===== config.mk =====
export PLATFORM = sky130hd
export DESIGN_NAME = imf_col_cell
export DESIGN_NICKNAME = d
export VERILOG_FILES = /design/src/hdl/imf_pkg.sv /design/src/hdl/imf_col_cell.sv
export SDC_FILE = /design/constraint.sdc
export NUM_CORES = 1
export LEC_CHECK = 0
export ABC_AREA = 1
export ABC_CLOCK_PERIOD_IN_PS = 800
export BUFFER_PORTS_ARGS = -buffer_cell sky130_fd_sc_hd__buf_2
export CAP_MARGIN = 20
export CORE_AREA = 2 2 60 62
export DETAILED_ROUTE_END_ITERATION = 10
export DIE_AREA = 0 0 62 64
export GPL_ROUTABILITY_DRIVEN = 0
export GPL_TIMING_DRIVEN = 0
export SYNTH_ARGS = -nofsm -noshare
export SYNTH_HDL_FRONTEND = slang
export SYNTH_SLANG_ARGS = --single-unit

===== constraint.sdc =====
create_clock -name clk_i -period 0.8 [get_ports clk_i]
set_input_delay 0.04 -clock clk_i [delete_from_list [all_inputs] [get_ports clk_i]]
set_output_delay 0.04 -clock clk_i [all_outputs]
set_load 0.01 [all_outputs]

===== src/hdl/imf_pkg.sv =====
package imf_pkg;

  localparam int unsigned PIX_W         = 8;
  localparam int unsigned WINDOW_DEF    = 3;
  localparam int unsigned MAX_WIDTH_DEF = 1024;
  localparam int unsigned MAX_HEIGHT    = 4096;

  // Configuration register widths and reset values.
  localparam int unsigned WIDTH_REG_W   = 11;
  localparam int unsigned HEIGHT_REG_W  = 13;
  localparam int unsigned CFG_DATA_W    = 13;
  localparam int unsigned CFG_IDX_W     = 2;
  localparam int unsigned ROW_W         = 12;
  localparam logic [WIDTH_REG_W-1:0]  WIDTH_RST  = WIDTH_REG_W'(512);
  localparam logic [HEIGHT_REG_W-1:0] HEIGHT_RST = HEIGHT_REG_W'(512);

  typedef enum logic [CFG_IDX_W-1:0] {
    REG_IMAGE_WIDTH  = 2'd0,
    REG_IMAGE_HEIGHT = 2'd1
  } cfg_reg_e;

  // Control that travels with a window through the sorting chain.
  typedef struct packed {
    logic valid;
    logic last;
  } stage_ctl_t;

endpackage


===== src/hdl/imf_col_cell.sv =====
module imf_col_cell import imf_pkg::*; #(
  parameter int unsigned WINDOW = WINDOW_DEF
) (
  input  logic                    clk_i,
  input  logic                    rst_ni,
  input  logic                    shift_i,
  input  logic [WINDOW*PIX_W-1:0] col_i,
  output logic [WINDOW*PIX_W-1:0] col_o
);

  logic [WINDOW*PIX_W-1:0] col_q;
  logic [WINDOW*PIX_W-1:0] col_d;

  assign col_d = shift_i ? col_i : col_q;

  always_ff @(posedge clk_i or negedge rst_ni) begin
    if (!rst_ni) begin
      col_q <= '0;
    end else begin
      col_q <= col_d;
    end
  end

  assign col_o = col_q;

endmodule


==> results by group, run 1 <==
Run status
  • Violated checks: negative setup slack
  • Status: finished, violations left

Timing
  • Max-slew violations: 0
  • Max_slew headroom: 64.9%
  • Clock Skews: 0 ns
  • Final worst slack: -0.111 ns
  • Final setup fails: 25
  • Worst Tran Pin Value: roughly 0.53 ns
  • Final period util: 114%
  • Crit path time final: ~0.91 ns
  • Setup repair after global routing missed its margin: yes
  • Fmax: between 1000 and 1500 MHz
  • Final hold violation count: 0

Global route
  • Initial antenna violation count: 0
  • Tot GR Track Use: between 10% and 20%
  • Largest net degree at the start of global routing: 25
  • Overflow after GRT: 0
  • Global-route wire length before repair: 4170 µm
  • Number of global-route vias before repair: approximately 1000

Finish
  • # diodes: 0
  • Final Util: 53.6%
  • FILL cells: roughly 300
  • NumNets Final: between 200 and 250
  • Final Cell Area: approximately 1800 µm²
  • Share of layout cells above drive strength 1: between 40% and 50%
  • Largest register FFs: 24
  • Flip-flop and latch area: between 600 and 700 µm²
  • Area of the multi-input gates: 295 µm²
  • Area Overhead vs Synth: 80.6%

Critical path
  • Crit-path cells: buf_6
  • CP top delay family: flip-flops
  • Worst Path Max Fanout: 2
  • CP Capture Type: output port
  • CP Class: flop to output port
  • Crit-path slowest cell: dfrtp_1
  • Startpoint types: flop
  • Slowest stage delay, CP: between 0.4 and 0.5 ns
  • Number of buffers and inverters on the critical path: 1
  • Worst path required time: between 0.7 and 0.8 ns
  • Critical Path AT: slightly below 0.9 ns

Synth
  • Sequential-to-total area share from yosys stat: 61.6%
  • Synth Cell Area: ~970 µm²
  • Library cells used by synthesis: 7
  • Seq cells post-synth: 24
  • Mapped Nets: roughly 130
  • Synth warn: 0
  • Avg Inst Size Synth: 9.56 µm²
  • Synth Instances: 102

Power and ir drop
  • Comb power frac: a little over a quarter
  • PwrDens: 1540 nW/µm²
  • Switching power: around 0.7 mW
  • Worst VDD drop: roughly 0.83 mV
  • Pint: between 2 and 2.5 mW
  • Static Leak: slightly below 1 nW
  • Part of the power in registers: approximately half
  • Clock share of power: a little under a quarter
  • Sw Ratio: between 20% and 30%

Floorplan
  • Row count: 21
  • Initial Util: between 20% and 30%
  • DIE AREA: about 4000 µm²
  • Chip Width: approximately 62 µm
  • Number of top-level pins: 51
  • Die Y-Extent: approximately 64 µm
  • Core ar.: between 3000 and 4000 µm²

Routing
  • DRT Wirelength: roughly 2600 µm
  • Final ANT Viol Nets: 0
  • Vias/cell: ~4
  • DRT Pass-1 Iters: 4
  • Vias: around 1000
  • First DRT Iteration DRCs: 24
  • WL/cell: 10.7 µm
  • DRC errors left: 0

Place
  • Area after DPL: about 1300 µm²
  • Post-DP HPWL: around 1600 µm
  • Port bufs: 49

Clocking
  • Skew-Pair Late Insertion Delay: 0.30 ns
  • Clk buf depth: 2
  • CTS tree: done
  • CTS Sinks: 24
  • H-Tree Depth: 1
  • Clk slew on worst S/H paths: around 0.13 ns
  • CTS Buf Count: 3
  • Clk root buf: clkbuf_4

Min path
  • Min-delay worst type: input port to flop

Run
  • Max Cap Viol: 0
## power groups by stage
stage | logic [mW] | clock network (mW) | registers (mW)
6_report | 0.706 | 0.624 | 1.38
5_1_grt | 0.786 | 0.713 | 1.40
4_1_cts | 0.617 | 0.664 | 1.37
3_3_place_gp | 0.440 | 0 | 1.40
3_5_place_dp | 0.446 | 0 | 1.41
2_1_floorplan | 0.167 | 0 | 1.46
## per-stage QoR
step / setup TNS, ns / power [mW] / hold slack, ns / setup slack, ns / instances
final: -2.12 / 2.71 / 0.192 / -0.111 / 246
after global routing: -3.40 / 2.89 / 0.190 / -0.158 / 246
after CTS: -2.53 / 2.66 / 0.237 / -0.124 / 237
after detailed placement: 0 / 1.85 / 0.0531 / 0.191 / 197
after global placement: 0 / 1.84 / 0.0414 / 0.202 / 197
after floorplan: 0 / 1.63 / -0.256 / 0.178 / 102
## cells in the mapped netlist
| cell type | count | area [µm²] |
|---|---|---|
| buf_6 | 3 | 33.8 |
| buf_12 | 1 | 20.0 |
| nand2_1 | 62 | 233 |
| inv_8 | 1 | 11.3 |
| dfrtp_1 | 24 | 601 |
| clkbuf_8 | 1 | 13.8 |
| nand2_2 | 10 | 62.6 |
## final cells by class
type                            count  area share [%]
Timing Repair Buffer               94            39.3
Sequential cell                    24            34.1
Multi-Input combinational cell     72            16.8
Buffer                              5            3.84
Tap cell                           46            3.27
Clock buffer                        4            2.06
Inverter                            1           0.640
## worst paths after layout
path	cells past startpoint	endpoint	startpoint	slack, ns
worst min register to register	2	col_o[1]$_DFFE_PN0P_	col_o[1]$_DFFE_PN0P_	0.49
min in group asynchronous	2	col_o[4]$_DFFE_PN0P_	rst_ni	0.24
max in group asynchronous	2	col_o[23]$_DFFE_PN0P_	rst_ni	0.21
worst min-delay path	4	col_o[22]$_DFFE_PN0P_	shift_i	0.19
worst max-delay path	1	col_o[11]	col_o[11]$_DFFE_PN0P_	-0.11
worst max register to register	4	col_o[6]$_DFFE_PN0P_	col_o[6]$_DFFE_PN0P_	-0.04
## timing repair
item,4_1_cts,5_1_grt
setup buffers,10,10
hold endpoints to repair,48,0
hold buffers,26,0
resized for setup,0,8
setup endpoints to repair,24,43
## placed cells by master, fill, tap and decap left out, drive strengths merged
master / count
clkbuf: 5
dfrtp: 24
buf: 72
dlymetal6s4s: 1
dlygate4sd3: 25
nand2: 72
inv: 1
## worst reg2reg max path, delay by kind of cell, from the launching register on
family                 cells  cell delay (ns)
DFF                        1             0.40
and+or+nand+nor            2             0.09
buffers and inverters      2             0.25
## cell families (layout without fill, tap and decap cells)
kind of cell | after synthesis | after routing | synth area share, %
buffers and inverters | 6 | 104 | 8.09
AND/OR/NAND/NOR | 72 | 72 | 30.3
flip-flops | 24 | 24 | 61.6
## metal layers
layer	vias to the layer above	wire, µm	global-route usage [%]
li1	500	-	-
met1	458	1050	13.7
met2	34	1430	27.0
met3	4	106	1.21
met4	0	44	6.65
met5	-	0	0
No activity file was read; power rests on OpenSTA's default activity.
==> inputs of run 2 (changes only) <==
--- a/config.mk
+++ b/config.mk
@@ -5,13 +5,12 @@
 export SDC_FILE = /design/constraint.sdc
 export NUM_CORES = 1
 export LEC_CHECK = 0
-export ABC_AREA = 1
 export ABC_CLOCK_PERIOD_IN_PS = 800
 export BUFFER_PORTS_ARGS = -buffer_cell sky130_fd_sc_hd__buf_2
 export CAP_MARGIN = 20
-export CORE_AREA = 2 2 60 62
+export CORE_AREA = 2 2 61 63
 export DETAILED_ROUTE_END_ITERATION = 10
-export DIE_AREA = 0 0 62 64
+export DIE_AREA = 0 0 63 65
 export GPL_ROUTABILITY_DRIVEN = 0
 export GPL_TIMING_DRIVEN = 0
 export SYNTH_ARGS = -nofsm -noshare
==> run 2 against run 1 <==
Compared with the run above:
- the run still ends with negative setup slack left
- clock power is 19% lower
- synthesized cell count is 50% lower
- critical path type is now flop to flop
- wire length is 13% lower
==> results by group, run 2 <==
Synth
  • Synth area leader: dfrtp_1 (unchanged)
  • Avg Inst Size Synth: 19.6 µm² (was 9.56 µm²)
  • Synth warn: 0 (unchanged)
  • Sequential-to-total area share from yosys stat: 60.2% (was 61.6%)
  • Synth Instances: 51 (was 102)
  • Mapped Nets: 78 (was 129)
  • Commonest register cell after synthesis: dfrtp_1 (unchanged)
  • Asr flop ratio synth: 100% (unchanged)
  • Library cells used by synthesis: 5 (was 7)
  • Synth Cell Area: 997 µm² (was 975 µm²)
  • Seq cells post-synth: 24 (unchanged)
  • Most frequent cells after synthesis: dfrtp_1 (24), mux2_4 (20), mux2_2 (4) (was nand2_1 (62), dfrtp_1 (24), nand2_2 (10))
  • Top cells by area, synth: dfrtp_1 (60%), mux2_4 (30%), mux2_2 (4.5%) (was dfrtp_1 (62%), nand2_1 (24%), nand2_2 (6.4%))
  • Synth top area share: 60.2% (was 61.6%)
  • Most common cell in the netlist: dfrtp_1 (was nand2_1)
  • Post-synth EDFFs: 0 (unchanged)

Critical path
  • Number of buffers and inverters on the critical path: 1 (unchanged)
  • Worst Path Max Fanout: 2 (unchanged)
  • Worst path required time: 1.00 ns (was 0.76 ns)
  • Critical Path AT: 1.11 ns (was 0.87 ns)
  • Crit-path slowest cell: dfrtp_1 (unchanged)
  • CP Class: flop to flop (was flop to output port)
  • Worst R2R Path Depth: 2 (was 4)
  • Reg2Reg Capture Point: col_o[20]$_DFFE_PN0P_ (was col_o[6]$_DFFE_PN0P_)
  • Reg2Reg Setup Slack: -0.11 ns (was -0.04 ns)
  • Startpoint types: flop (unchanged)
  • Slowest stage delay, CP: 0.41 ns (was 0.43 ns)
  • CP top delay family: flip-flops (unchanged)
  • R2R Path Start: col_o[20]$_DFFE_PN0P_ (was col_o[6]$_DFFE_PN0P_)
  • Crit-path cells: buf_4, mux2_4 (was buf_6)
  • CP Capture Type: flop (was output port)

Global route
  • Tot GR Track Use: 11.2% (was 13.9%)
  • Number of global-route vias before repair: 802 (was 1028)
  • Largest net degree at the start of global routing: 25 (unchanged)
  • Global-route wire length before repair: 3580 µm (was 4170 µm)
  • Overflow after GRT: 0 (unchanged)
  • Initial antenna violation count: 0 (unchanged)

Floorplan
  • Row count: 22 (was 21)
  • Initial Util: 28.5% (was 29.7%)
  • DIE AREA: 4100 µm² (was 3970 µm²)
  • Die Y-Extent: 65 µm (was 64 µm)
  • Number of top-level pins: 51 (unchanged)
  • Chip Width: 63 µm (was 62 µm)
  • Core ar.: 3500 µm² (was 3280 µm²)

Routing
  • DRT Pass-1 Iters: 2 (was 4)
  • Vias/cell: 3.96 (was 4.05)
  • Vias: 737 (was 996)
  • WL/cell: 12.4 µm (was 10.7 µm)
  • DRC errors left: 0 (unchanged)
  • First DRT Iteration DRCs: 12 (was 24)
  • DRT Wirelength: 2300 µm (was 2630 µm)
  • Final ANT Viol Nets: 0 (unchanged)

Finish
  • Most frequent cells in the layout: buf_2 (49), dlygate4sd3_1 (25), dfrtp_1 (24) (was nand2_1 (62), buf_2 (43), dlygate4sd3_1 (25))
  • Most common cell after layout, fill and taps aside: buf_2 (was nand2_1)
  • Largest register FFs: 24 (unchanged)
  • NumNets Final: 167 (was 228)
  • Layout Cells excl Fill: 186 (was 246)
  • Final Util: 47.3% (was 53.6%)
  • Area Overhead vs Synth: 65.9% (was 80.6%)
  • Share of layout cells above drive strength 1: 64.5% (was 44.0%)
  • # diodes: 0 (unchanged)
  • Final Cell Area: 1650 µm² (was 1760 µm²)

Timing
  • Max_slew headroom: 64.2% (was 64.9%)
  • Max-slew violations: 0 (unchanged)
  • Final hold violation count: 0 (unchanged)
  • Final worst slack: -0.114 ns (was -0.111 ns)
  • Clock Skews: 0 ns (unchanged)
  • Setup tns final: -2.79 ns (was -2.12 ns)
  • Final setup fails: 34 (was 25)
  • Hold slack: 0.0242 ns (was 0.192 ns)
  • Fmax: 1090 MHz (was 1100 MHz)
  • Setup repair after global routing missed its margin: yes (unchanged)
  • Final period util: 114% (about the same)
  • Crit path time final: 0.914 ns (was 0.911 ns)
  • Worst Tran Pin Value: 0.537 ns (was 0.527 ns)

Clocking
  • Clk slew on worst S/H paths: 0.12 ns (was 0.13 ns)
  • CTS Sinks: 24 (unchanged)
  • Skew-Pair Late Insertion Delay: 0.30 ns (about the same)
  • Hold_buf cts: 25 (was 26)
  • Clk buf depth: 2 (unchanged)
  • Clk root buf: clkbuf_4 (unchanged)
  • H-Tree Depth: 1 (unchanged)
  • CTS tree: done (unchanged)
  • CTS Buf Count: 3 (unchanged)

Min path
  • Cell count of the worst hold path: 2 (was 4)
  • Min-delay worst type: input port to flop (unchanged)
  • Worst Hold End: col_o[1]$_DFFE_PN0P_ (was col_o[22]$_DFFE_PN0P_)
  • Hold path start: shift_i (unchanged)

Place
  • Cells after DPL: 148 (was 197)
  • Post-DP HPWL: 1460 µm (was 1550 µm)
  • Port bufs: 49 (unchanged)
  • Area after DPL: 1300 µm² (was 1280 µm²)
  • Setup WS pre-CTS: 0.0295 ns (was 0.191 ns)

Power and ir drop
  • PwrDens: 1570 nW/µm² (was 1540 nW/µm²)
  • Final Power: 2.61 mW (was 2.71 mW)
  • Static Leak: 0.846 nW (was 0.991 nW)
  • Worst VDD drop: 0.876 mV (was 0.835 mV)

Run
  • Max Cap Viol: 0 (unchanged)

Run status
  • Status: finished, violations left (unchanged)
  • Violated checks: negative setup slack (unchanged)
## run 2: changes by cell type after synthesis
cell      change
buf_6         -2
buf_12        +1
mux2_2        +4
nand2_2      -10
nand2_1      -62
inv_8         -1
clkbuf_8      -1
mux2_4       +20
## run 2: cell type report
class                           instances  area (µm²)
Fill cell                             324        1840
Sequential cell                        24         601
Timing Repair Buffer                   84         574
Multi-Input combinational cell         24         345
Tap cell                               48        60.1
Buffer                                  3        51.3
Clock buffer                            3        22.5
## run 2: worst max path at each step
| stage | from | end | depth (start not counted) |
|---|---|---|---|
| 3_5_place_dp | col_o[20]$_DFFE_PN0P_ | col_o[20]$_DFFE_PN0P_ | 1 |
| 2_1_floorplan | col_o[10]$_DFFE_PN0P_ | col_o[10]$_DFFE_PN0P_ | 1 |
| 4_1_cts | col_o[20]$_DFFE_PN0P_ | col_o[20] | 1 |
| 3_3_place_gp | col_o[5]$_DFFE_PN0P_ | col_o[5]$_DFFE_PN0P_ | 1 |
| 5_1_grt | col_o[20]$_DFFE_PN0P_ | col_o[20] | 1 |
| 6_report | col_o[20]$_DFFE_PN0P_ | col_o[20]$_DFFE_PN0P_ | 2 |
## run 2: power breakdown
group	total, mW	internal [mW]	switching (mW)	leakage, nW
logic	0.702	0.455	0.247	0.552
registers	1.40	1.33	0.0644	0.281
clock network	0.505	0.175	0.330	0.0138
## run 2: per-layer routing
| metal | GRT usage (%) | wire length (µm) |
|---|---|---|
| met3 | 1.91 | 137 |
| met1 | 13.3 | 926 |
| met5 | 0 | 0 |
| met4 | 3.33 | 0 |
| met2 | 20.7 | 1240 |
## run 2: cell families after synthesis
kind of cell | count (synthesis) | synth area share [%]
buf+inv | 3 | 5.14
mux | 24 | 34.6
flops | 24 | 60.2
## run 2: timing repair
item,4_1_cts,5_1_grt
setup buffers,1,9
resized for setup,0,1
setup endpoints to repair,24,27
hold endpoints to repair,48,1
## run 2: worst register-to-register path: cells and delay by family, from the launching register on
| kind | cells | cell delay (ns) |
|---|---|---|
| multiplexers | 1 | 0.27 |
| buffers and inverters | 1 | 0.14 |
| flip-flops | 1 | 0.41 |
